File: src/rtl/core/ipv4hv_pkg.sv
package ipv4hv_pkg;

  // Result status codes
  typedef enum logic [2:0] {
    ST_OK            = 3'd0,
    ST_SHORT_CAPTURE = 3'd1,
    ST_BAD_START     = 3'd2,
    ST_BAD_LENGTH    = 3'd3,
    ST_BAD_CHECKSUM  = 3'd4,
    ST_TRUNCATED     = 3'd5
  } status_e;

  // Configuration register indexes
  localparam logic CFG_MIN_START = 1'b0;
  localparam logic CFG_MAX_START = 1'b1;

  localparam logic [7:0]  MIN_START_RESET = 8'd69;
  localparam logic [7:0]  MAX_START_RESET = 8'd79;
  localparam logic [15:0] HDR_MIN_BYTES   = 16'd20;
  localparam logic [15:0] SUM_START       = 16'hFFFF;

  typedef struct packed {
    status_e     status;
    logic [5:0]  header_length;
    logic [15:0] total_length;
  } result_t;

  // Ones'-complement add with end-around carry
  function automatic logic [15:0] oc_add(input logic [15:0] a, input logic [15:0] b);
    logic [16:0] s;
    s = {1'b0, a} + {1'b0, b};
    return s[15:0] + {15'd0, s[16]};
  endfunction

endpackage

File: src/rtl/core/ipv4_header_validator.sv
// A transferred byte lands in the input register and is checked by the core as it
// advances; its result (if any) is registered in the output register or skid slot.
// Throughput: one byte per cycle while the skid slot is empty; the per-byte checksum
// add and length compares sit between the input register and the result register.
// Reset: asynchronous, active low; clears bounds to 69/79 and leaves the block idle
// until a byte with start_req set arrives.
module ipv4_header_validator import ipv4hv_pkg::*; (
  input  logic        clk_i,
  input  logic        rst_ni,
  // configuration write channel
  input  logic        cfg_valid_i,
  output logic        cfg_ready_o,
  input  logic        cfg_index_i,
  input  logic [7:0]  cfg_data_i,
  // byte stream in
  input  logic        in_valid_i,
  output logic        in_ready_o,
  input  logic [7:0]  data_byte_i,
  input  logic        start_req_i,
  input  logic [15:0] captured_length_i,
  // verdict out
  output logic        out_valid_o,
  input  logic        out_ready_i,
  output logic [2:0]  status_o,
  output logic [5:0]  header_length_o,
  output logic [15:0] total_length_o
);

  // Configuration registers: always ready; written only while idle is a user rule the block does not enforce.
  logic [7:0] min_start_q, max_start_q;

  assign cfg_ready_o = 1'b1;

  always_ff @(posedge clk_i or negedge rst_ni) begin
    if (!rst_ni) begin
      min_start_q <= MIN_START_RESET;
      max_start_q <= MAX_START_RESET;
    end else if (cfg_valid_i) begin
      unique case (cfg_index_i)
        CFG_MIN_START: min_start_q <= cfg_data_i;
        CFG_MAX_START: max_start_q <= cfg_data_i;
        default: ;
      endcase
    end
  end

  // Input register: holds one byte until the checker can take it.
  logic        stage_valid_q;
  logic [7:0]  stage_byte_q;
  logic        stage_start_q;
  logic [15:0] stage_cap_q;
  logic        in_fire;
  logic        advance;

  // Output register plus skid slot. The skid slot only fills while the output
  // register is stalled, so the stage may advance whenever the skid is empty.
  logic        out_valid_q;
  result_t     out_q;
  logic        skid_valid_q;
  result_t     skid_q;
  logic        out_free;

  logic        res_valid;
  result_t     res;

  assign advance    = stage_valid_q && !skid_valid_q;
  assign in_ready_o = !stage_valid_q || advance;
  assign in_fire    = in_valid_i && in_ready_o;
  assign out_free   = !out_valid_q || out_ready_i;

  always_ff @(posedge clk_i or negedge rst_ni) begin
    if (!rst_ni) begin
      stage_valid_q <= 1'b0;
    end else if (in_fire) begin
      stage_valid_q <= 1'b1;
    end else if (advance) begin
      stage_valid_q <= 1'b0;
    end
  end

  always_ff @(posedge clk_i) begin
    if (in_fire) begin
      stage_byte_q  <= data_byte_i;
      stage_start_q <= start_req_i;
      stage_cap_q   <= captured_length_i;
    end
  end

  // Per-packet state and verdict logic.
  ipv4hv_core u_core (
    .clk_i             (clk_i),
    .rst_ni            (rst_ni),
    .min_start_i       (min_start_q),
    .max_start_i       (max_start_q),
    .item_valid_i      (advance),
    .data_byte_i       (stage_byte_q),
    .start_req_i       (stage_start_q),
    .captured_length_i (stage_cap_q),
    .res_valid_o       (res_valid),
    .res_o             (res)
  );

  // Result delivery: drain skid first, otherwise take a fresh verdict; when
  // the output is stalled, park the fresh verdict in the skid slot.
  always_ff @(posedge clk_i or negedge rst_ni) begin
    if (!rst_ni) begin
      out_valid_q  <= 1'b0;
      skid_valid_q <= 1'b0;
    end else if (out_free) begin
      if (skid_valid_q) begin
        out_valid_q  <= 1'b1;
        skid_valid_q <= 1'b0;
      end else begin
        out_valid_q  <= res_valid;
      end
    end else if (res_valid) begin
      skid_valid_q <= 1'b1;
    end
  end

  always_ff @(posedge clk_i) begin
    if (out_free) begin
      if (skid_valid_q) begin
        out_q <= skid_q;
      end else if (res_valid) begin
        out_q <= res;
      end
    end else if (res_valid) begin
      skid_q <= res;
    end
  end

  assign out_valid_o     = out_valid_q;
  assign status_o        = out_q.status;
  assign header_length_o = out_q.header_length;
  assign total_length_o  = out_q.total_length;

endmodule

File: src/rtl/core/ipv4hv_core.sv
module ipv4hv_core import ipv4hv_pkg::*; (
  input  logic        clk_i,
  input  logic        rst_ni,
  input  logic [7:0]  min_start_i,
  input  logic [7:0]  max_start_i,
  input  logic        item_valid_i,
  input  logic [7:0]  data_byte_i,
  input  logic        start_req_i,
  input  logic [15:0] captured_length_i,
  output logic        res_valid_o,
  output result_t     res_o
);

  logic [5:0]  byte_index_q, byte_index_d;
  logic [15:0] running_sum_q, running_sum_d;
  logic [7:0]  high_byte_hold_q, high_byte_hold_d;
  logic [5:0]  header_bytes_q, header_bytes_d;
  logic [15:0] packet_length_q, packet_length_d;
  logic [15:0] capture_limit_q, capture_limit_d;
  logic        verdict_given_q, verdict_given_d;
  logic [6:0]  idx_inc;
  status_e     status;

  always_comb begin
    byte_index_d     = byte_index_q;
    running_sum_d    = running_sum_q;
    high_byte_hold_d = high_byte_hold_q;
    header_bytes_d   = header_bytes_q;
    packet_length_d  = packet_length_q;
    capture_limit_d  = capture_limit_q;
    verdict_given_d  = verdict_given_q;
    res_valid_o      = 1'b0;
    status           = ST_OK;
    idx_inc          = {1'b0, byte_index_q} + 7'd1;

    if (item_valid_i) begin
      if (start_req_i) begin
        capture_limit_d  = captured_length_i;
        header_bytes_d   = {data_byte_i[3:0], 2'b00};
        byte_index_d     = 6'd1;
        running_sum_d    = SUM_START;
        high_byte_hold_d = data_byte_i;
        packet_length_d  = 16'd0;
        verdict_given_d  = 1'b0;
        if (captured_length_i < HDR_MIN_BYTES) begin
          res_valid_o = 1'b1;
          status      = ST_SHORT_CAPTURE;
        end else if (data_byte_i < min_start_i || data_byte_i > max_start_i) begin
          res_valid_o = 1'b1;
          status      = ST_BAD_START;
        end
      end else if (!verdict_given_q) begin
        if (byte_index_q[0]) begin
          if (byte_index_q < header_bytes_q) begin
            running_sum_d = oc_add(running_sum_q, {high_byte_hold_q, data_byte_i});
          end
        end else begin
          high_byte_hold_d = data_byte_i;
        end
        if (byte_index_q == 6'd2) begin
          packet_length_d = {data_byte_i, 8'd0};
        end else if (byte_index_q == 6'd3) begin
          packet_length_d = {packet_length_q[15:8], data_byte_i};
        end
        byte_index_d = idx_inc[5:0];

        if (byte_index_q == 6'd3 && packet_length_d < HDR_MIN_BYTES) begin
          res_valid_o = 1'b1;
          status      = ST_BAD_LENGTH;
        end else if (byte_index_q >= 6'd3 && idx_inc >= {1'b0, header_bytes_q}) begin
          res_valid_o = 1'b1;
          if (header_bytes_q == 6'd0 || running_sum_d != SUM_START) begin
            status = ST_BAD_CHECKSUM;
          end else if (packet_length_d > capture_limit_q) begin
            status = ST_TRUNCATED;
          end else begin
            status = ST_OK;
          end
        end
      end
      if (res_valid_o) begin
        verdict_given_d = 1'b1;
      end
    end

    res_o.status        = status;
    res_o.header_length = header_bytes_d;
    res_o.total_length  = packet_length_d;
  end

  always_ff @(posedge clk_i or negedge rst_ni) begin
    if (!rst_ni) begin
      byte_index_q     <= 6'd0;
      running_sum_q    <= SUM_START;
      high_byte_hold_q <= 8'd0;
      header_bytes_q   <= 6'd0;
      packet_length_q  <= 16'd0;
      capture_limit_q  <= 16'd0;
      verdict_given_q  <= 1'b1;
    end else begin
      byte_index_q     <= byte_index_d;
      running_sum_q    <= running_sum_d;
      high_byte_hold_q <= high_byte_hold_d;
      header_bytes_q   <= header_bytes_d;
      packet_length_q  <= packet_length_d;
      capture_limit_q  <= capture_limit_d;
      verdict_given_q  <= verdict_given_d;
    end
  end

endmodule

File: config.mk
export PLATFORM = sky130hd
export DESIGN_NAME = ipv4_header_validator
export DESIGN_NICKNAME = d
export VERILOG_FILES = /design/src/rtl/core/ipv4hv_pkg.sv /design/src/rtl/core/ipv4_header_validator.sv /design/src/rtl/core/ipv4hv_core.sv
export SDC_FILE = /design/constraint.sdc
export NUM_CORES = 1
export LEC_CHECK = 0
export BUFFER_PORTS_ARGS = -buffer_cell sky130_fd_sc_hd__buf_2
export CORE_ASPECT_RATIO = 0.8
export CORE_MARGIN = 1
export CORE_UTILIZATION = 65
export CTS_BUF_LIST = sky130_fd_sc_hd__clkbuf_16
export DETAILED_ROUTE_END_ITERATION = 16
export PLACE_DENSITY = 0.85
export SYNTH_ARGS = -nofsm -noshare
export SYNTH_HDL_FRONTEND = slang
export SYNTH_HIERARCHICAL = 1
export SYNTH_SLANG_ARGS = --single-unit
File: constraint.sdc
create_clock -name clk_i -period 11.2 [get_ports clk_i]
set_input_delay 1.68 -clock clk_i [delete_from_list [all_inputs] [get_ports clk_i]]
set_output_delay 1.68 -clock clk_i [all_outputs]
set_load 0.005 [all_outputs]
Word-level counts from Yosys, hierarchy flattened
Index checks and enable logic that the tools add are counted.
{"block": "totals", "input_bits": 39, "out_inout_bits": 28, "reg_bits": 163}
{"block": "classes", "bitwise_logic": 2, "order_cmp": 8, "n_eq_ne": 5, "mux": 48, "add_sub_neg": 3, "reduce_logical": 24}
{"cell": "$mux W16", "count": 14}
{"cell": "$mux W25", "count": 2}
{"cell": "$lt A16 B5 Y1 const B", "count": 2}
{"cell": "$mux W8", "count": 4}
{"cell": "$mux W3", "count": 8}
{"cell": "$mux W6", "count": 4}
{"cell": "$add A16 B16 Y17", "count": 1}
{"cell": "$add A16 B1 Y16", "count": 1}
{"cell": "$gt A16 B16 Y1", "count": 1}
{"cell": "$ne A16 B16 Y1 const B", "count": 1}
{"cell": "$mux W1", "count": 15}
{"cell": "$reduce_and A2 Y1", "count": 7}
{"cell": "$eq A6 B2 Y1 const B", "count": 2}
{"cell": "$gt A8 B8 Y1", "count": 1}
{"cell": "$lt A8 B8 Y1", "count": 1}
{"cell": "$reduce_bool A2 Y1", "count": 4}
{"cell": "$add A6 B1 Y7 const B", "count": 1}
{"cell": "$ge A7 B6 Y1", "count": 1}
{"cell": "$ge A6 B2 Y1 const B", "count": 1}
{"cell": "$logic_not A6 Y1", "count": 1}
{"cell": "$lt A6 B6 Y1", "count": 1}
{"cell": "$logic_and A1 B1 Y1", "count": 4}
{"cell": "$logic_or A1 B1 Y1", "count": 4}
{"cell": "$ne A2 B2 Y1 const B", "count": 2}
{"cell": "other kinds (4)", "count": 7}

Depth between registers and ports, before layout
Gate-level depths: netlist of run 1.
{"block": "logic_depth", "ltp_word": 17, "depth_mapped": 23, "mapped_depth_nobuf": 23}

Cells and area by module
Netlist of run 1, hierarchy kept.
{"mod": "ipv4hv_core", "n_inst": 1, "cells_per_inst": 626, "area_each_um2": 5529.1, "seq_area_each_um2": 1747.9}
{"mod": "ipv4_header_validator", "n_inst": 1, "cells_per_inst": 154, "area_each_um2": 3432.0, "seq_area_each_um2": 2737.6}

Least setup slack after synthesis of run 1
No wires, ideal clock.
{"block": "synth_path", "path_type": "register -> register", "from": "register stage_byte_q[5]", "to": "register out_q, in the netlist status_o[2] (data pin)", "t_arrival_ns": 4.732, "setup_ns": 0.260, "stages_incl_launch_ff": 21, "path_buffers": 1, "period_less_slack_ns": 4.991, "setup_slack_ns": 6.209, "cell_sequence": "edfxtp_1 ha_1 clkbuf_1 a21oi_1 nand2_1 o21a_1 o41ai_1 nor2b_1 o21ai_0 nand2b_1 ha_1 ha_1 or3b_1 a211o_1 a2111oi_0 a41oi_1 nor3_1 a31oi_1 a2111oi_2 a31oi_1 mux2_2"}
{"element": "start, declared", "line": "ipv4_header_validator.sv:49", "source": "logic [7:0] stage_byte_q;"}
{"element": "start signal, assigned", "line": "ipv4_header_validator.sv:83", "source": "stage_byte_q <= data_byte_i;"}
{"element": "end signal, assigned", "line": "ipv4_header_validator.sv:124", "source": "out_q <= skid_q;"}
{"element": "end signal, assigned", "line": "ipv4_header_validator.sv:126", "source": "out_q <= res;"}
{"element": "end, declared", "line": "ipv4_header_validator.sv:58", "source": "result_t out_q;"}

==> metrics list, run 1 <==
- Outcome: completed
- After filler insertion, the fill cell instance count of the layout stands at 828.
- CTS tree: yes
- Worst slew pin tran: ~1200 ps
* Number of optimization iterations in the first detailed-route pass: 6
- The final layout contains 948 nets.
- Initial antenna violation count: 0
* Critical path, cell by cell: ha_1 > a21oi_1 > nand2_1 > o21a_1 > o41ai_1 > nor2b_1 > o21ai_0 > nand2b_1 > ha_1 > ha_1 > or3b_1 > a211o_1 > a2111oi_0 > a41oi_1 > nor3_1 > a31oi_1 > a2111oi_2 > nand4_1 > a21boi_1 > o21a_1 > mux2_2
- The via count of the first global-routing pass came to between 6000 and 7000.
* Diodes inserted: 0
- Root Buffer: sky130_fd_sc_hd__clkbuf_16
- Area growth from synthesis to layout: 11.1%
* Num rows: 37
* Initial core utilization: 0.682
- Placed wire-length estimate: 15200 µm
* Area of the core region: between 10000 and 15000 µm²
- After layout, the design draws a total of about 0.0023 W.
- Fraction of registers with async set/reset: 0.540
- For this run, the share of the core covered by cells in the final layout is 0.757.
- Worst slew margin: 0.195
* Setup_tns: 0 ps
- The die is 133 µm wide.
- Clock Path Buffers: 2
* Total congestion overflow: 0
- Most area-hungry cell type in the Yosys netlist: sky130_fd_sc_hd__edfxtp_1
- Synthesis produced a netlist with a net count of just under 900.
* Average instance area after synthesis: 11.5 µm²
- The total count of max-transition violations in the final report was 0.
* CTS hold repair buffers: 0
* Worst-skew pair later-pin latency: around 430 ps
- The library cell used most frequently in the layout, excluding fill and tap cells, is sky130_fd_sc_hd__edfxtp_1.
- The worst hold path begins at u_core/running_sum_q[12].
- Number of failing hold endpoints at the final stage: 0
* Register area share after synthesis: 0.501
- After technology mapping, the gate count stands at approximately 800.
- Max cap viols: 0
- Data on the critical path arrives at its endpoint at ~6300 ps.
- CP peak stage delay: 630 ps
- During synthesis, Yosys emitted a total of 6 warnings.
- Number of design rule violations left after detail routing: 0
* Number of gates resized after CTS: 0
- The synthesized design contains between 150 and 200 register bits.
- Switching portion of total power: 0.388
- Timing would allow up to around 0.17 GHz.
* Post-synth top area share: 0.251
- STA classifies the critical path endpoint as a flop.
* Power share of the combinational group: 0.410
* Crit path from: stage_byte_q[5]
- Critical Path Source Type: flop
- Count of cell types in the netlist: just over 70
- In the final routed layout, each cell accounts on average for just over 20 µm.
- Peak supply drop: ~0.15 mV
* CP dominant cell by count: sky130_fd_sc_hd__ha_1
- Commonest cells after routing, fill and taps aside: sky130_fd_sc_hd__edfxtp_1 (75), sky130_fd_sc_hd__buf_2 (64), sky130_fd_sc_hd__dfrtp_1 (63), sky130_fd_sc_hd__ha_1 (63), sky130_fd_sc_hd__inv_1 (58)
- Path category of the worst min-delay check: flop to flop
* Synth top area cells: sky130_fd_sc_hd__edfxtp_1 (25%), sky130_fd_sc_hd__dfrtp_1 (18%), sky130_fd_sc_hd__ha_1 (8.8%)
- Clock skew on the completed layout was measured at between 9 and 10 ps.
- The die is 107 µm tall.
- Number of synthesized flops with an enable pin: 75
- In this run the count of I/O pins placed on the die edge is 67.
* Cell at the slowest stage of the critical path: sky130_fd_sc_hd__a2111oi_0
- In this run the cell area of the synthesized design comes to around 9000 µm².
* Leakage power total: 4.35 nW
- Crit share post-route: 0.531
* Die area: around 14000 µm²
- Internal power: between 0.001 and 0.0015 W
- I/O Buffers: 65
- Total setup violations reported at the end of the flow: 0
- Number of design-rule violations left by the first detailed-router iteration: slightly above 700
* Sequential share of power: 0.355
- For this block, the via count after detailed routing is approximately 6600.
* CTS clock-pin slew for the worst setup and hold paths: 70 ps
* Post-CTS Repair Setup Buffers: 0
- In the global route stage, overall resource usage came out at 0.316.
- Number of CTS-inserted buffers: 17
- Net load switching power: 0.000878 W
* Antenna viol nets, final: 0
* Biggest fanout along the worst timing path: 10
- The worst register-to-register path begins at stage_byte_q[5].
- Fraction of final layout cells sized beyond drive strength 1: 0.247
- Deepest level of the CTS H-tree: 4
- Most common flop cell mapped by yosys: sky130_fd_sc_hd__edfxtp_1
- Setup slack on the worst reg-to-reg path comes out at between 5000 and 6000 ps.
- Of the total power, the clock network draws 0.235.
- Min cycle time layout: a little under 6000 ps
- Placed cells: approximately 1000
- By startpoint and endpoint, the worst setup path is classified as flop to flop.
- In this run the power density over the cells is approximately 230 nW/µm².
- Setup repair after global routing missed its margin: no
* Post-detailed-routing wire length: between 20000 and 25000 µm
* Routability congestion estimate: about 0.94
* Wire length of the first global-routing pass: ~34000 µm
- Finished Layout Cells: about 1000
* Vias per cell: around 6.4
* Critical path data required time: ~12000 ps
- Entering global routing, the biggest net connects between 40 and 50 pins.
* # clock sinks: ~160
==> final cells by class <==
type / count / area, µm² / share of cell area
Clock buffer: 17 / 425 / 0.0427
Timing Repair Buffer: 71 / 373 / 0.0375
Clock inverter: 15 / 109 / 0.0109
Sequential cell: 163 / 4490 / 0.451
Multi-Input combinational cell: 536 / 4130 / 0.415
Tap cell: 175 / 219 / 0.0220
Inverter: 56 / 210 / 0.0211
==> critical path, delay by kind of cell, from the launching register on <==
kind	cells	cell delay, ps
DFF	1	500
muxes	1	140
AOI/OAI and AO/OA	11	3110
and+or+nand+nor	6	1130
adders and majority gates	3	950
==> flip-flops by register name, indices dropped and copies added, names as in the netlist, 16 cells and up <==
signal	cells
u_core/packet_length_q	16
skid_q	25
stage_cap_q	16
u_core/capture_limit_q	16
total_length_o	16
u_core/running_sum_q	16
==> Yosys cell counts, drive strengths merged (10+ instances only) <==
master	count
a21oi	46
a22o	14
and3	10
clkbuf	16
dfrtp	63
dfstp	25
edfxtp	75
ha	63
inv	56
mux2	66
nand2	54
nand2b	12
nand3	25
nand4	11
nor2	48
nor3	11
nor4	11
o21a	11
o21ai	41
xnor2	11
xor2	12
==> path summary, 6_finish.rpt <==
path | end | cells after the start
setup / recovery | status_o[0] | 21
hold / removal | u_core/running_sum_q[12] | 2
setup reg to reg | status_o[0] | 21
hold reg to reg | u_core/running_sum_q[12] | 2
max in group asynchronous | u_core/capture_limit_q[6] | 2
min in group asynchronous | u_core/byte_index_q[5] | 1
==> logic make-up (layout without fill, tap and decap cells) <==
family | after synthesis | count (layout) | share of synthesized area
AND/OR/NAND/NOR | 211 | 211 | 0.121
other | 1 | 1 | 0.000418
multiplexers | 72 | 72 | 0.101
AO/OA/AOI/OAI | 165 | 165 | 0.125
buffers and inverters | 81 | 159 | 0.0387
flip-flops | 163 | 163 | 0.501
adder cells (fa/ha/maj) | 64 | 64 | 0.0902
XOR/XNOR | 23 | 23 | 0.0233
==> power by group through the flow <==
stage               combinational [W]  clock, W  sequential [W]
finish                       0.000929  0.000533        0.000803
CTS                          0.000906  0.000538        0.000801
global route                  0.00101  0.000564        0.000812
global placement             0.000876         0        0.000805
detailed placement           0.000895         0        0.000810
floorplan                    0.000690         0        0.000786
==> routing by layer <==
metal  up-vias  wire, µm  track usage
li1       2984         -            -
met1      3225      9090        0.427
met2       334      9900        0.499
met3        58      1780       0.0757
met4         0       558        0.118
met5         -         0            0
==> stage by stage <==
step                      hold WS [ps]  instance area (µm²)  setup WS (ps)
final                              481                 9950           5250
after global routing               500                 9950           4910
after CTS                          477                 9950           5450
after detailed placement           467                 9420           5530
after global placement             460                 9420           5710
after floorplan                    448                 8960           6210
Note: power is estimated with default switching activity, not from simulation.
==> run 2, diff against run 1 <==
Settings changed: CORE_UTILIZATION 65 to 61, PLACE_DENSITY 0.85 to 0.81.
Clock period 11.2 ns to 6.1 ns, I/O delays scaled along.
==> metrics list, run 2 (synthesized netlist as in run 1, its figures left out) <==
* Worst Setup Path Type: flop to flop (unchanged)
- Leakage power total: 4.34 nW (was 4.35 nW)
- Min cycle time layout: 5540 ps (was 5950 ps)
- CP peak stage delay: 500 ps (was 630 ps)
- Clock skew: 7.81 ps (was 9.66 ps)
- The top-level port count came to 67 (unchanged).
* Most common library cell in the layout ignoring fill and taps: sky130_fd_sc_hd__edfxtp_1 (unchanged)
* Total routing usage reported by global routing: 0.297 (was 0.316)
- The number of CTS-inserted buffers was 17 (unchanged).
- The clock tree from TritonCTS was yes (unchanged).
* I/O Buffers: 65 (unchanged)
- The clock root buffer was sky130_fd_sc_hd__clkbuf_16 (unchanged).
* Routability congestion estimate: 0.944 (was 0.942)
* Fraction of final layout cells sized beyond drive strength 1: 0.248 (was 0.247)
- Peak supply drop: 0.248 mV (was 0.153 mV)
- Flip-flop count of the largest register, all copies and words added: 25 (unchanged)
- Worst slew pin tran: 1170 ps (was 1210 ps)
* Setup slack at placement: 538 ps (was 5530 ps)
* CP dominant cell by count: sky130_fd_sc_hd__ha_1 (unchanged)
- Worst-skew pair later-pin latency: 430 ps (about the same)
* Die W: 138 µm (was 133 µm)
* # nets final: 948 (unchanged)
- Antenna viol nets, final: 0 (unchanged)
- Worst slew margin: 0.219 (was 0.195)
- Biggest fanout along the worst timing path: 10 (unchanged)
- The maximum frequency from static timing analysis is 0.180 GHz (was 0.168 GHz).
- The count of filler cells inserted in the layout was 979 (was 828).
* Vert. Die Dim: 110 µm (was 107 µm)
- Clock Path Buffers: 2 (unchanged)
* Via Count: 6469 (was 6601)
- Setup repair after global routing missed its margin: no (unchanged)
* Setup_tns: 0 ps (unchanged)
* Path category of the worst min-delay check: primary input to async pin (was flop to flop)
- Power Density: 418 nW/µm² (was 228 nW/µm²)
* Cell at the slowest stage of the critical path: sky130_fd_sc_hd__edfxtp_1 (was sky130_fd_sc_hd__a2111oi_0)
* Crit share post-route: 0.909 (was 0.531)
- CTS hold repair buffers: 0 (unchanged)
* Vias per cell: 6.21 (was 6.39)
* Number of design rule violations left after detail routing: 0 (unchanged)
- Post-CTS Repair Setup Buffers: 0 (unchanged)
* Initial core utilization: 0.627 (was 0.682)
- The setup slack after layout was 557 ps (was 5250 ps).
- Diodes inserted: 0 (unchanged)
- Placed wire-length estimate: 15100 µm (was 15200 µm)
- Endpoint type of the worst setup path: flop (unchanged)
* Number of optimization iterations in the first detailed-route pass: 6 (unchanged)
- Total setup violations reported at the end of the flow: 0 (unchanged)
- Largest delay contributor family on the critical path: compound AO/OA/AOI/OAI gates (unchanged)
* Pin count of the biggest net entering global routing: 68 (was 48)
* Outcome: completed (unchanged)
- Average detailed-routed wire length per instance: 20.1 µm (was 20.6 µm)
- The total clock sinks is 163 (unchanged).
- The layout-stage area growth over the synthesis result is 11.4% (was 11.1%).
- The clock transition at the register clock pins on the worst setup and hold paths after CTS came to 70 ps (about the same).
- Commonest cells after routing, fill and taps aside: sky130_fd_sc_hd__edfxtp_1 (75), sky130_fd_sc_hd__buf_2 (64), sky130_fd_sc_hd__dfrtp_1 (63), sky130_fd_sc_hd__ha_1 (63), sky130_fd_sc_hd__inv_1 (56) (was sky130_fd_sc_hd__edfxtp_1 (75), sky130_fd_sc_hd__buf_2 (64), sky130_fd_sc_hd__dfrtp_1 (63), sky130_fd_sc_hd__ha_1 (63), sky130_fd_sc_hd__inv_1 (58))
- Largest reg by FF count: skid_q (unchanged)
- The die outline area came to 15200 µm² (was 14300 µm²).
- The final hold violation count came to 0 (unchanged).
* Initial antenna violation count: 0 (unchanged)
- The placeable core region is 14300 µm² (was 13100 µm²).
- Setup slack on the worst flop-to-flop path: 560 ps (was 5250 ps)
* Number of design-rule violations left by the first detailed-router iteration: 660 (was 707)
- The total count of max-transition violations in the final report is 0 (unchanged).
- The global-route wire length before repair was 33800 µm (about the same).
* Critical path, cell by cell: ha_1 > a21oi_1 > nand2_1 > o21a_1 > o41ai_1 > nor2b_1 > o21ai_0 > nand2b_1 > ha_1 > ha_1 > or3b_1 > a211o_1 > a2111oi_1 > a41oi_1 > nor3_1 > a31oi_1 > a2111oi_2 > nand4_1 > a21boi_1 > o21a_1 > mux2_2 (was ha_1 > a21oi_1 > nand2_1 > o21a_1 > o41ai_1 > nor2b_1 > o21ai_0 > nand2b_1 > ha_1 > ha_1 > or3b_1 > a211o_1 > a2111oi_0 > a41oi_1 > nor3_1 > a31oi_1 > a2111oi_2 > nand4_1 > a21boi_1 > o21a_1 > mux2_2)
- The total routed wirelength is 20900 µm (was 21300 µm).
- The sum of overflow across all layers after global routing came to 0 (unchanged).
- The number of buffers and inverters on the critical path came to 0 (unchanged).
- The via count of the first global-routing pass was 6493 (was 6469).
- The number of standard-cell rows in the floorplan came to 39 (was 37).
- Critical Path Source Type: flop (unchanged)
- Max cap viols: 0 (unchanged)
- The post-cts repair resize count was 0 (unchanged).
- Deepest level of the CTS H-tree: 4 (unchanged)
- The data required time of the critical path is 6410 ps (was 11500 ps).
- The arrival time of data at the critical path endpoint came to 5850 ps (was 6250 ps).
==> run 2: worst paths after layout <==
kind	end	cells past startpoint	from
max in group asynchronous	u_core/capture_limit_q[7]	2	rst_ni
worst min-delay path	u_core/byte_index_q[2]	1	rst_ni
worst min register to register	u_core/capture_limit_q[1]	1	stage_cap_q[1]
min in group clk_i	u_core/capture_limit_q[1]	1	stage_cap_q[1]
worst max-delay path	status_o[0]	21	stage_byte_q[5]
worst max register to register	status_o[0]	21	stage_byte_q[5]
==> run 2: cell type report <==
type                    count  area (µm²)  area share
repair buffers             71         373      0.0373
flip-flops and latches    163        4490       0.449
clock inverters            15         125      0.0125
well taps                 184         230      0.0231
clock buffers              17         425      0.0426
multi-input cells         536        4130       0.414
inverters                  56         210      0.0211
==> run 2: power breakdown <==
group	leakage [nW]	switching (W)	internal, W
logic	2.30	0.00103	0.000673
registers	1.77	0.000123	0.00135
clock network	0.268	0.000465	0.000531
==> run 2: metal layers <==
layer,vias to the layer above,wire length (µm),track usage
met5,-,0,0
met4,0,491,0.110
met3,48,1450,0.0739
met2,263,9850,0.460
met1,3173,9110,0.403
li1,2985,-,-
==> run 2: per-stage QoR <==
step	cells	power (W)	util	area [µm²]	hold slack, ps
2_1_floorplan	780	0.00271	-	8960	448
3_3_place_gp	1010	0.00307	0.660	9430	462
3_5_place_dp	1010	0.00313	0.660	9430	472
4_1_cts	1042	0.00415	0.698	9980	378
5_1_grt	1042	0.00442	0.698	9980	385
6_report	1042	0.00417	0.698	9980	376
